[config.mk]
export PLATFORM = sky130hd
export DESIGN_NAME = wml_select
export DESIGN_NICKNAME = d
export VERILOG_FILES = /design/src/rtl/wml_pkg.sv /design/src/rtl/wml_select.sv
export SDC_FILE = /design/constraint.sdc
export NUM_CORES = 1
export LEC_CHECK = 0
export ABC_AREA = 1
export ABC_CLOCK_PERIOD_IN_PS = 3300
export BUFFER_PORTS_ARGS = -buffer_cell sky130_fd_sc_hd__buf_2
export CAP_MARGIN = 25
export CORE_UTILIZATION = 41
export CTS_CLUSTER_DIAMETER = 80
export CTS_CLUSTER_SIZE = 28
export DETAILED_ROUTE_END_ITERATION = 8
export GPL_TIMING_DRIVEN = 1
export PLACE_DENSITY = 0.65
export RECOVER_POWER = 100
export REMOVE_ABC_BUFFERS = 1
export SYNTH_ARGS = -nofsm -noshare
export SYNTH_HDL_FRONTEND = slang
export SYNTH_SLANG_ARGS = --single-unit
[constraint.sdc]
create_clock -name clk_i -period 3.3 [get_ports clk_i]
set_input_delay 0.165 -clock clk_i [delete_from_list [all_inputs] [get_ports clk_i]]
set_output_delay 0.165 -clock clk_i [all_outputs]
set_load 0.005 [all_outputs]
[src/rtl/wml_pkg.sv]
package wml_pkg;

  localparam int FrameRows = 64;
  localparam int FrameCols = 64;
  localparam int RowW = $clog2(FrameRows);
  localparam int ColW = $clog2(FrameCols);
  localparam int AddrW = RowW + ColW;
  localparam int MaxRadius = 3;
  localparam int WinMax = (2 * MaxRadius + 1) * (2 * MaxRadius + 1);
  localparam int CntW = $clog2(WinMax + 1);
  localparam int PixW = 8;
  localparam int CfgIdxW = 3;
  localparam int CfgDataW = 7;

  // register indexes
  localparam logic [CfgIdxW-1:0] RegBorderTop    = 3'd0;
  localparam logic [CfgIdxW-1:0] RegBorderBottom = 3'd1;
  localparam logic [CfgIdxW-1:0] RegBorderLeft   = 3'd2;
  localparam logic [CfgIdxW-1:0] RegBorderRight  = 3'd3;
  localparam logic [CfgIdxW-1:0] RegWindowRadius = 3'd4;

  localparam logic OpWrite = 1'b0;
  localparam logic OpQuery = 1'b1;

  typedef enum logic [2:0] {
    StIdle,
    StScan,
    StSort,
    StOut
  } state_e;

  // request from scan control towards the selection unit
  typedef struct packed {
    logic             clear;
    logic             push;
    logic [PixW-1:0]  pix;
  } sel_ctrl_t;

  // intensity (3r+6g+b)/10 truncated: multiply by reciprocal with correction
  function automatic logic [PixW-1:0] luma(input logic [7:0] r, input logic [7:0] g,
                                           input logic [7:0] b);
    logic [11:0] s;
    logic [23:0] p;
    logic [11:0] q;
    logic [11:0] rem;
    begin
      s   = 12'(3 * r) + 12'(6 * g) + 12'(b);
      p   = 24'(s) * 24'd3277;
      q   = 12'(p >> 15);
      rem = s - 12'(q * 12'd10);
      if (rem >= 12'd10) q = q + 12'd1;
      else if (rem[11]) q = q - 12'd1;
      luma = q[PixW-1:0];
    end
  endfunction

endpackage

[src/rtl/wml_select.sv]
module wml_select import wml_pkg::*; (
  input  logic            clk_i,
  input  logic            rst_ni,
  input  sel_ctrl_t       ctrl_i,
  input  logic            start_i,
  output logic            done_o,
  output logic [PixW-1:0] median_o
);

  // insertion list kept sorted, one insert per cycle
  logic [PixW-1:0] list_q [WinMax];
  logic [CntW-1:0] cnt_q;
  logic [CntW-1:0] tgt;

  always_ff @(posedge clk_i or negedge rst_ni) begin
    if (!rst_ni) begin
      cnt_q <= '0;
    end else if (ctrl_i.clear) begin
      cnt_q <= '0;
    end else if (ctrl_i.push) begin
      cnt_q <= cnt_q + 1'b1;
    end
  end

  // each slot takes its neighbour or the new value
  for (genvar i = 0; i < WinMax; i++) begin : g_slot
    if (i == 0) begin : g_head
      always_ff @(posedge clk_i) begin
        if (ctrl_i.push && !ctrl_i.clear) begin
          if (list_q[0] > ctrl_i.pix || cnt_q == '0) list_q[0] <= ctrl_i.pix;
        end
      end
    end else begin : g_body
      always_ff @(posedge clk_i) begin
        if (ctrl_i.push && !ctrl_i.clear && CntW'(i) <= cnt_q) begin
          if (list_q[i-1] > ctrl_i.pix) begin
            list_q[i] <= list_q[i-1];
          end else if (CntW'(i) == cnt_q || list_q[i] > ctrl_i.pix) begin
            list_q[i] <= ctrl_i.pix;
          end
        end
      end
    end
  end

  assign tgt = cnt_q >> 1;

  // pick upper middle
  always_ff @(posedge clk_i or negedge rst_ni) begin
    if (!rst_ni) begin
      done_o <= 1'b0;
    end else begin
      done_o <= start_i;
    end
  end

  always_ff @(posedge clk_i) begin
    if (start_i) median_o <= list_q[tgt];
  end

endmodule

==> flow_summary.toml, run 1 <==
[clock_tree]
cts_tree = "done"
cts_inserted_buffers = 19
h-tree-depth = 1
clk_pin_slew_ns = 0.08
clockRootBuffer = "clkbuf_16"
cts_setup_buffers = 0
clockBufferDepth = 3
insertion_delay_ns = 0.57
clock-sinks = 271

[worst_hold_path]
whs_path_depth = 4
hp-class = "in -> reg"
worstHoldEndpoint = "cnt_q[0]"
hold_start = "ctrl_i[8]"

[detailed_routing]
first_pass_iters = 6
wirelength_mm = 71.8
route.met2.wl_mm = 33.4
met1Wirelength_mm = 30.1
postRouteAntennaNets = 0
avgViaCountPerCell = 5.71
routed-wl-met3_mm = 5.24
routedWlPerCell_um = 20.5
vias = 20000
drc = 0
highest_layer = "met4"
initialDrtViolationCount = 2085

[floorplanning]
die_area_um2 = 52900
row_count = 83
initial_core_util = 0.415
core_area_um2 = 51300
die_h_um = 230
ios = 22
die_w_um = 230

[global_routing]
grt_max_degree = 63
grt.total_usage = 0.270
antenna_found_initial = 0
grt_pass1_vias = 19200
grt_pass1_wl_mm = 111
overflow = 0

[place]
gp_congestion = 0.939
port_buffers = 21
hpwl_mm = 50.7
dpl.cell_count = 3459
placed_area_um2 = 22400

[setup_path]
crit_required_ns = 3.47
ff2ff_setup_slack_ns = 0.16
path_class = "reg -> reg"
critPathCaptureType = "register"
crit_fanout = 16
worstRegToRegCells = 9
reg2reg_from = "cnt_q[5]"
r2r_end = "list_q[26][5]"
critPathArrivalTime_ns = 3.31
start_kind = "register"

[sta]
hold_violations = 0
finalCriticalPeriod_ns = 3.14
slew_headroom = -1.08
tightestPinTransition_ns = 3.12
rsz0062_at_grt = "false"
setup_viol = 0
setup_total_negative_slack_ns = 0
fin_skew_ns = 0.0335
slew_violations = 231
finalCritPeriodShare = 0.951
max_freq_mhz = 319
timing.hold.ws_ns = 0.102

[layout]
stdcell_count = 3510
fin_nets = 3089
multi_input_area_um2 = 12200
area_delta_synth_final_pct = 8.20
diodes = 0
fill_cells = 5152
seqCellArea_um2 = 8100
final_cell_area_um2 = 23000
layout-drive-gt1-share = 0.0587

[logic_synthesis]
yosysMostFrequentCell = "nand2_1"
synth_async_sr_flop_share = 0.0258
synth_ff_type = "edfxtp_1"
synth_edf_count = 264
ys_types = 32
ys_ff_latch = 271
yosysTopAreaCell = "edfxtp_1"
synth_area_leaders = "edfxtp_1, nand2_1, ha_1"
ys.warnings.count = 0
netlist_area_um2 = 21300
synth_top_cell_area_share = 0.372
syn_inst = 2786
synth_common_cells = "nand2_1, nand3_1, edfxtp_1, ha_1, nor2_1"
yosysSeqAreaShare = 0.380
avgSynthCellArea_um2 = 7.64

[pwr]
p_leak_nw = 10.7
peakVddDrop_mv = 0.309
power_density_nw_per_um2 = 320

[run_status]
status = "complete, but fails checks"
violations = "capacitance limit, slew limit"

[job]
cap_violations = 7
-- kinds of logic after synthesis --
group | Yosys count | share of synthesized area
and+or+nand+nor | 1739 | 0.336
buffers and inverters | 242 | 0.0447
adders and majority gates | 259 | 0.152
DFF | 271 | 0.380
AOI/OAI and AO/OA | 275 | 0.0867
-- power by group --
part	leakage, nW	internal (mW)	switching, mW
sequential	2.48	3.75	0.0190
combinational	7.88	0.299	0.751
clock	0.308	1.14	1.43
-- worst max-delay path by stage --
| stage | slack (ns) | to | startpoint |
|---|---|---|---|
| finish | 0.16 | list_q[26][5] | cnt_q[5] |
| global route | 0.02 | list_q[9][6] | cnt_q[5] |
| CTS | 0.27 | list_q[14][2] | cnt_q[0] |
| detailed placement | 0.27 | list_q[14][5] | cnt_q[0] |
| global placement | 0.28 | list_q[14][4] | cnt_q[0] |
| floorplan | -1.65 | list_q[5][0] | cnt_q[2] |
-- worst max-delay path, cell delays in order (launching register included) --
cell and delay, ns:
dfrtp_1 0.59, inv_2 0.35, nand2_1 0.17, nor2_1 0.20, nand2_1 0.18, nand3_1 0.16, nand2_1 0.12, a21oi_4 0.25
nand2_1 0.26, o21ai_1 0.45
-- state kept, by name, summed over array words and instances, names as in the netlist --
register  count
list_q      256
cnt_q         6
done_o        1
median_o      8
-- per-stage QoR --
stage	total power, mW	worst slack, ns	util
floorplan	4.41	-1.65	-
global placement	4.84	0.276	0.437
detailed placement	4.88	0.272	0.437
CTS	7.40	0.265	0.450
global route	7.63	0.0178	0.449
finish	7.38	0.163	0.449
-- what timing repair did --
action	CTS	global route
resized for setup	0	1
endpoints found under the hold margin	17	0
hold buffers	4	0
endpoints found under the setup margin	0	7
-- routing by layer --
layer / vias to the layer above / track usage
met1: 9447 / 0.349
met4: 0 / 0.111
li1: 9497 / -
met5: - / 0
met3: 217 / 0.0360
met2: 884 / 0.452
-- cells in the final DEF, fill, tap and decap left out, drive strengths merged, types with 24 or more instances in the layout --
cell,count
o211ai,24
inv,174
o21ai,95
buf,51
a21oi,105
nand2,1146
nor2,221
edfxtp,264
clkbuf,49
a21o,31
nand3,326
nand4,33
ha,259
-- area by class of cell --
class,instances,share of cell area
sequential,271,0.352
multi-input combinational,2273,0.529
timing repair buffer,85,0.0281
tap,680,0.0369
clock buffer,19,0.0206
inverter,167,0.0272
clock inverter,15,0.00646
Power figures use the tool's default switching activity.
==> run 2, diff against run 1 <==
Settings changed: CAP_MARGIN 25 to 20, CORE_UTILIZATION 41 to 55, PLACE_DENSITY 0.65 to 0.8, SETUP_SLACK_MARGIN set to 0.02.
==> run 2 against run 1 <==
Die area fell by 25%. Critical path type unchanged. Core utilization up 15 points. Critical path depth is the same. Power grew 0.48%. Final area down 0.87%. Final cell count is 4.8% lower. Combinational power about the same. Clock power increased by 2%. Fmax up 2.3%. Largest cell class unchanged. Register-to-register slack improved by 0.07 ns. The run still ends with capacitance limit, slew limit left. Global-route usage rose by 9.0 points. Highest routed layer is now met5. Count of clock-buffer cells in the layout rose by 1.
==> flow_summary.toml, run 2 (synthesis results as in run 1) <==
[layout]
diodes = 0
stdcell_count = 3340
fill_cells = 3315
final_common_cell = "nand2_1"
area_delta_synth_final_pct = 7.26
largest_reg_flops = 256
final_cell_mix = "nand2_1, nand3_1, edfxtp_1, ha_1, nor2_1"
layout-drive-gt1-share = 0.0559
fin_nets = 3089
final_cell_area_um2 = 22800
regMostFlops = "list_q"
reg_top3 = "list_q x256, median_o x8, cnt_q x6"

[global_routing]
grt.total_usage = 0.359
grt_pass1_vias = 19300
grt_pass1_wl_mm = 108
grt_max_degree = 33
antenna_found_initial = 1
overflow = 0

[detailed_routing]
avgViaCountPerCell = 6.17
postRouteAntennaNets = 0
routedWlPerCell_um = 20.9
wirelength_mm = 70.0
initialDrtViolationCount = 2285
first_pass_iters = 9
drc = 0
vias = 20600

[clock_tree]
clk_pin_slew_ns = 0.11
h-tree-depth = 1
cts_tree = "done"
cts_inserted_buffers = 18
clockBufferDepth = 3
clockRootBuffer = "clkbuf_16"
cts_setup_buffers = 0
clock-sinks = 271
insertion_delay_ns = 0.55

[sta]
finalCritPeriodShare = 0.930
setup_total_negative_slack_ns = 0
slew_violations = 231
max_freq_mhz = 326
setup_viol = 0
rsz0062_at_grt = "false"
fin_skew_ns = 0.0374
slew_headroom = -0.997
finalCriticalPeriod_ns = 3.07
layout_setup_ws_ns = 0.233
tightestPinTransition_ns = 3.00
hold_violations = 0

[pwr]
power_density_nw_per_um2 = 325
p_total_mw = 7.42
peakVddDrop_mv = 0.517
p_leak_nw = 10.6

[floorplanning]
ios = 22
die_area_um2 = 39500
initial_core_util = 0.563
die_w_um = 199
row_count = 71
core_area_um2 = 37800
die_h_um = 199

[job]
cap_violations = 7

[setup_path]
path_class = "reg -> reg"
start_kind = "register"
crit_required_ns = 3.47
crit_fanout = 24
critPathArrivalTime_ns = 3.24
critPathCaptureType = "register"

[place]
dpl.cell_count = 3294
post-place-ws_ns = 0.373
hpwl_mm = 50.1
port_buffers = 21
placed_area_um2 = 22200
gp_congestion = 0.974

[worst_hold_path]
hp-class = "in -> async"

[run_status]
status = "complete, but fails checks"
violations = "capacitance limit, slew limit"
run 2: per-stage QoR:
stage | hold slack [ns] | util
CTS | 0.0396 | 0.606
finish | 0.115 | 0.604
global route | 0.129 | 0.604
global placement | 0.0157 | 0.587
detailed placement | 0.0161 | 0.587
floorplan | -0.131 | -
run 2: worst max-delay path: stages, from the launching register on:
cell and delay (ns):
dfrtp_2 0.65, ha_1 0.53, inv_1 0.15, nand2_1 0.09, nand2_1 0.16, nand2_1 0.12
inv_1 0.08, a21oi_4 0.23, nand2_1 0.25, o21ai_1 0.45
run 2: area by class of cell:
type	instances	area, um^2	area share
multi-input cells	2273	12200	0.533
flip-flops and latches	271	8100	0.355
well taps	511	639	0.0280
repair buffers	86	627	0.0274
inverters	167	627	0.0274
clock buffers	20	479	0.0210
clock inverters	12	186	0.00816
run 2: path summary, 6_finish.rpt:
kind / startpoint / to / slack (ns) / depth (start not counted)
worst max register to register: cnt_q[1] / list_q[18][5] / 0.23 / 9
worst min-delay path: rst_ni / cnt_q[3] / 0.11 / 2
min in group clk_i: ctrl_i[0] / list_q[9][0] / 0.29 / 4
max in group asynchronous: rst_ni / cnt_q[1] / 2.83 / 2
worst min register to register: list_q[21][0] / list_q[22][0] / 0.57 / 2
worst max-delay path: cnt_q[1] / list_q[18][5] / 0.23 / 9
run 2: per-layer routing:
layer / vias to the layer above / routed length (um) / track usage
li1: 9492 / - / -
met1: 9412 / 25900 / 0.464
met2: 1390 / 31200 / 0.581
met3: 304 / 8710 / 0.0582
met4: 2 / 4170 / 0.184
met5: - / 8 / 0
run 2: where the power goes:
part,switching [mW],internal (mW)
combinational,0.732,0.294
clock,1.39,1.23
sequential,0.0292,3.75
run 2: repair_timing:
| item | CTS | global route |
|---|---|---|
| resized for setup | 0 | 0 |
| endpoints found under the hold margin | 18 | 0 |
| hold buffers | 5 | 0 |
==> run 3, diff against run 2 <==
Settings changed: CELL_PAD_IN_SITES_DETAIL_PLACEMENT set to 1, CELL_PAD_IN_SITES_GLOBAL_PLACEMENT set to 2, CORE_UTILIZATION 55 to 39, PLACE_DENSITY 0.8 to 0.9.
==> run 3 against run 2 <==
The flow still finishes with violations (capacitance limit, slew limit). Die area up 41%. Critical path depth down 1. Combinational power up 6%. Register-to-register slack worse by 0.08 ns. Fmax down 2.7%. Clock skew down 0.019 ns. Hold slack better by 0.0057 ns. Non-clock buffer count up 3. Final cell count up 6.0%. Global-route usage down 6.7 points. Critical path type unchanged. Largest cell class unchanged. Largest power group unchanged.
==> flow_summary.toml, run 3 (synthesis results as in run 1) <==
[layout]
final_cell_mix = "nand2_1, nand3_1, edfxtp_1, ha_1, nor2_1"
fin_nets = 3099
fin_util = 0.432
final_cell_area_um2 = 23300
layout-drive-gt1-share = 0.0570
fill_cells = 6649
final_common_cell = "nand2_1"
regMostFlops = "list_q"
area_delta_synth_final_pct = 9.32
largest_reg_flops = 256
diodes = 0
reg_top3 = "list_q x256, median_o x8, cnt_q x6"

[setup_path]
critPathCaptureType = "register"
path_class = "reg -> reg"
worstRegToRegCells = 8
crit_fanout = 14
start_kind = "register"
ff2ff_setup_slack_ns = 0.15
crit_required_ns = 3.50
critPathArrivalTime_ns = 3.35

[clock_tree]
cts_inserted_buffers = 25
cts_tree = "done"
clockBufferDepth = 3
clockRootBuffer = "clkbuf_16"
insertion_delay_ns = 0.58
h-tree-depth = 1
clock-sinks = 271
clk_pin_slew_ns = 0.08

[global_routing]
grt.total_usage = 0.292
grt_max_degree = 61
antenna_found_initial = 0
grt_pass1_vias = 21200
overflow = 0
grt_pass1_wl_mm = 125

[floorplanning]
ios = 22
die_w_um = 236
die_area_um2 = 55500
die_h_um = 236
row_count = 85
initial_core_util = 0.395
core_area_um2 = 53900

[sta]
fin_skew_ns = 0.0183
slew_violations = 231
tightestPinTransition_ns = 3.25
setup_viol = 0
hold_violations = 0
finalCriticalPeriod_ns = 3.15
max_freq_mhz = 317
rsz0062_at_grt = "false"
finalCritPeriodShare = 0.955
slew_headroom = -1.17

[detailed_routing]
drc = 0
routedWlPerCell_um = 23.1
wirelength_mm = 81.7
avgViaCountPerCell = 5.78
vias = 20500
initialDrtViolationCount = 1357
first_pass_iters = 7
postRouteAntennaNets = 0

[pwr]
power_density_nw_per_um2 = 344
p_leak_nw = 10.7
peakVddDrop_mv = 0.338

[place]
hpwl_mm = 58.4
port_buffers = 21
placed_area_um2 = 22500
gp_congestion = 0.901

[job]
cap_violations = 7

[run_status]
status = "complete, but fails checks"
violations = "capacitance limit, slew limit"

[worst_hold_path]
whs_path_depth = 1
hp-class = "in -> reg"
[run 3: layout make-up]
cell class                 count  area, um^2  share of cell area
clock inverter                15         189             0.00812
tap                          696         871              0.0374
timing repair buffer          89         663              0.0285
clock buffer                  28         637              0.0274
sequential                   271        8100               0.348
multi-input combinational   2273       12200               0.524
inverter                     167         627              0.0269
[run 3: layer usage]
metal | up-vias | GRT usage | part of all wire
met1 | 10200 | 0.367 | 0.42
li1 | 9515 | - | -
met5 | - | 0 | 0
met3 | 184 | 0.0317 | 0.050
met4 | 0 | 0.0988 | 0.035
met2 | 598 | 0.519 | 0.50
[run 3: power breakdown]
group | switching [mW] | internal, mW
sequential | 0.0189 | 3.75
clock | 1.49 | 1.66
combinational | 0.790 | 0.299
total | 2.29 | 5.71
[run 3: worst paths after layout]
path | to | startpoint
worst max-delay path | list_q[13][6] | cnt_q[5]
worst min-delay path | list_q[0][0] | ctrl_i[0]
worst max register to register | list_q[13][6] | cnt_q[5]
worst min register to register | list_q[6][0] | list_q[5][0]
max in group asynchronous | cnt_q[2] | rst_ni
min in group asynchronous | cnt_q[5] | rst_ni
[run 3: stage by stage]
step	power, mW	worst slack [ns]	TNS, ns	hold WS [ns]	instances
floorplan	4.41	-1.65	-124.51	-0.131	2711
global placement	4.87	0.294	0	0.0828	3475
detailed placement	4.92	0.212	0	0.0848	3475
CTS	8.03	0.218	0	0.00618	3522
global route	8.24	0.0252	0	0.0994	3539
finish	8.00	0.148	0	0.121	3539
[run 3: timing repair]
item | in CTS | in global routing
hold endpoints to repair | 17 | 0
hold buffers | 4 | 0
gates resized for setup | 0 | 1
setup buffers | 0 | 0
setup endpoints to repair | 0 | 8
[run 3: worst max-delay path, cell delays in order (launching register included)]
cell	delay, ns
dfrtp_1	0.57
nor2_1	0.43
buf_4	0.26
nand3_1	0.20
nand2_1	0.13
nand2_1	0.12
a21oi_4	0.27
nand2_1	0.29
o21ai_1	0.50
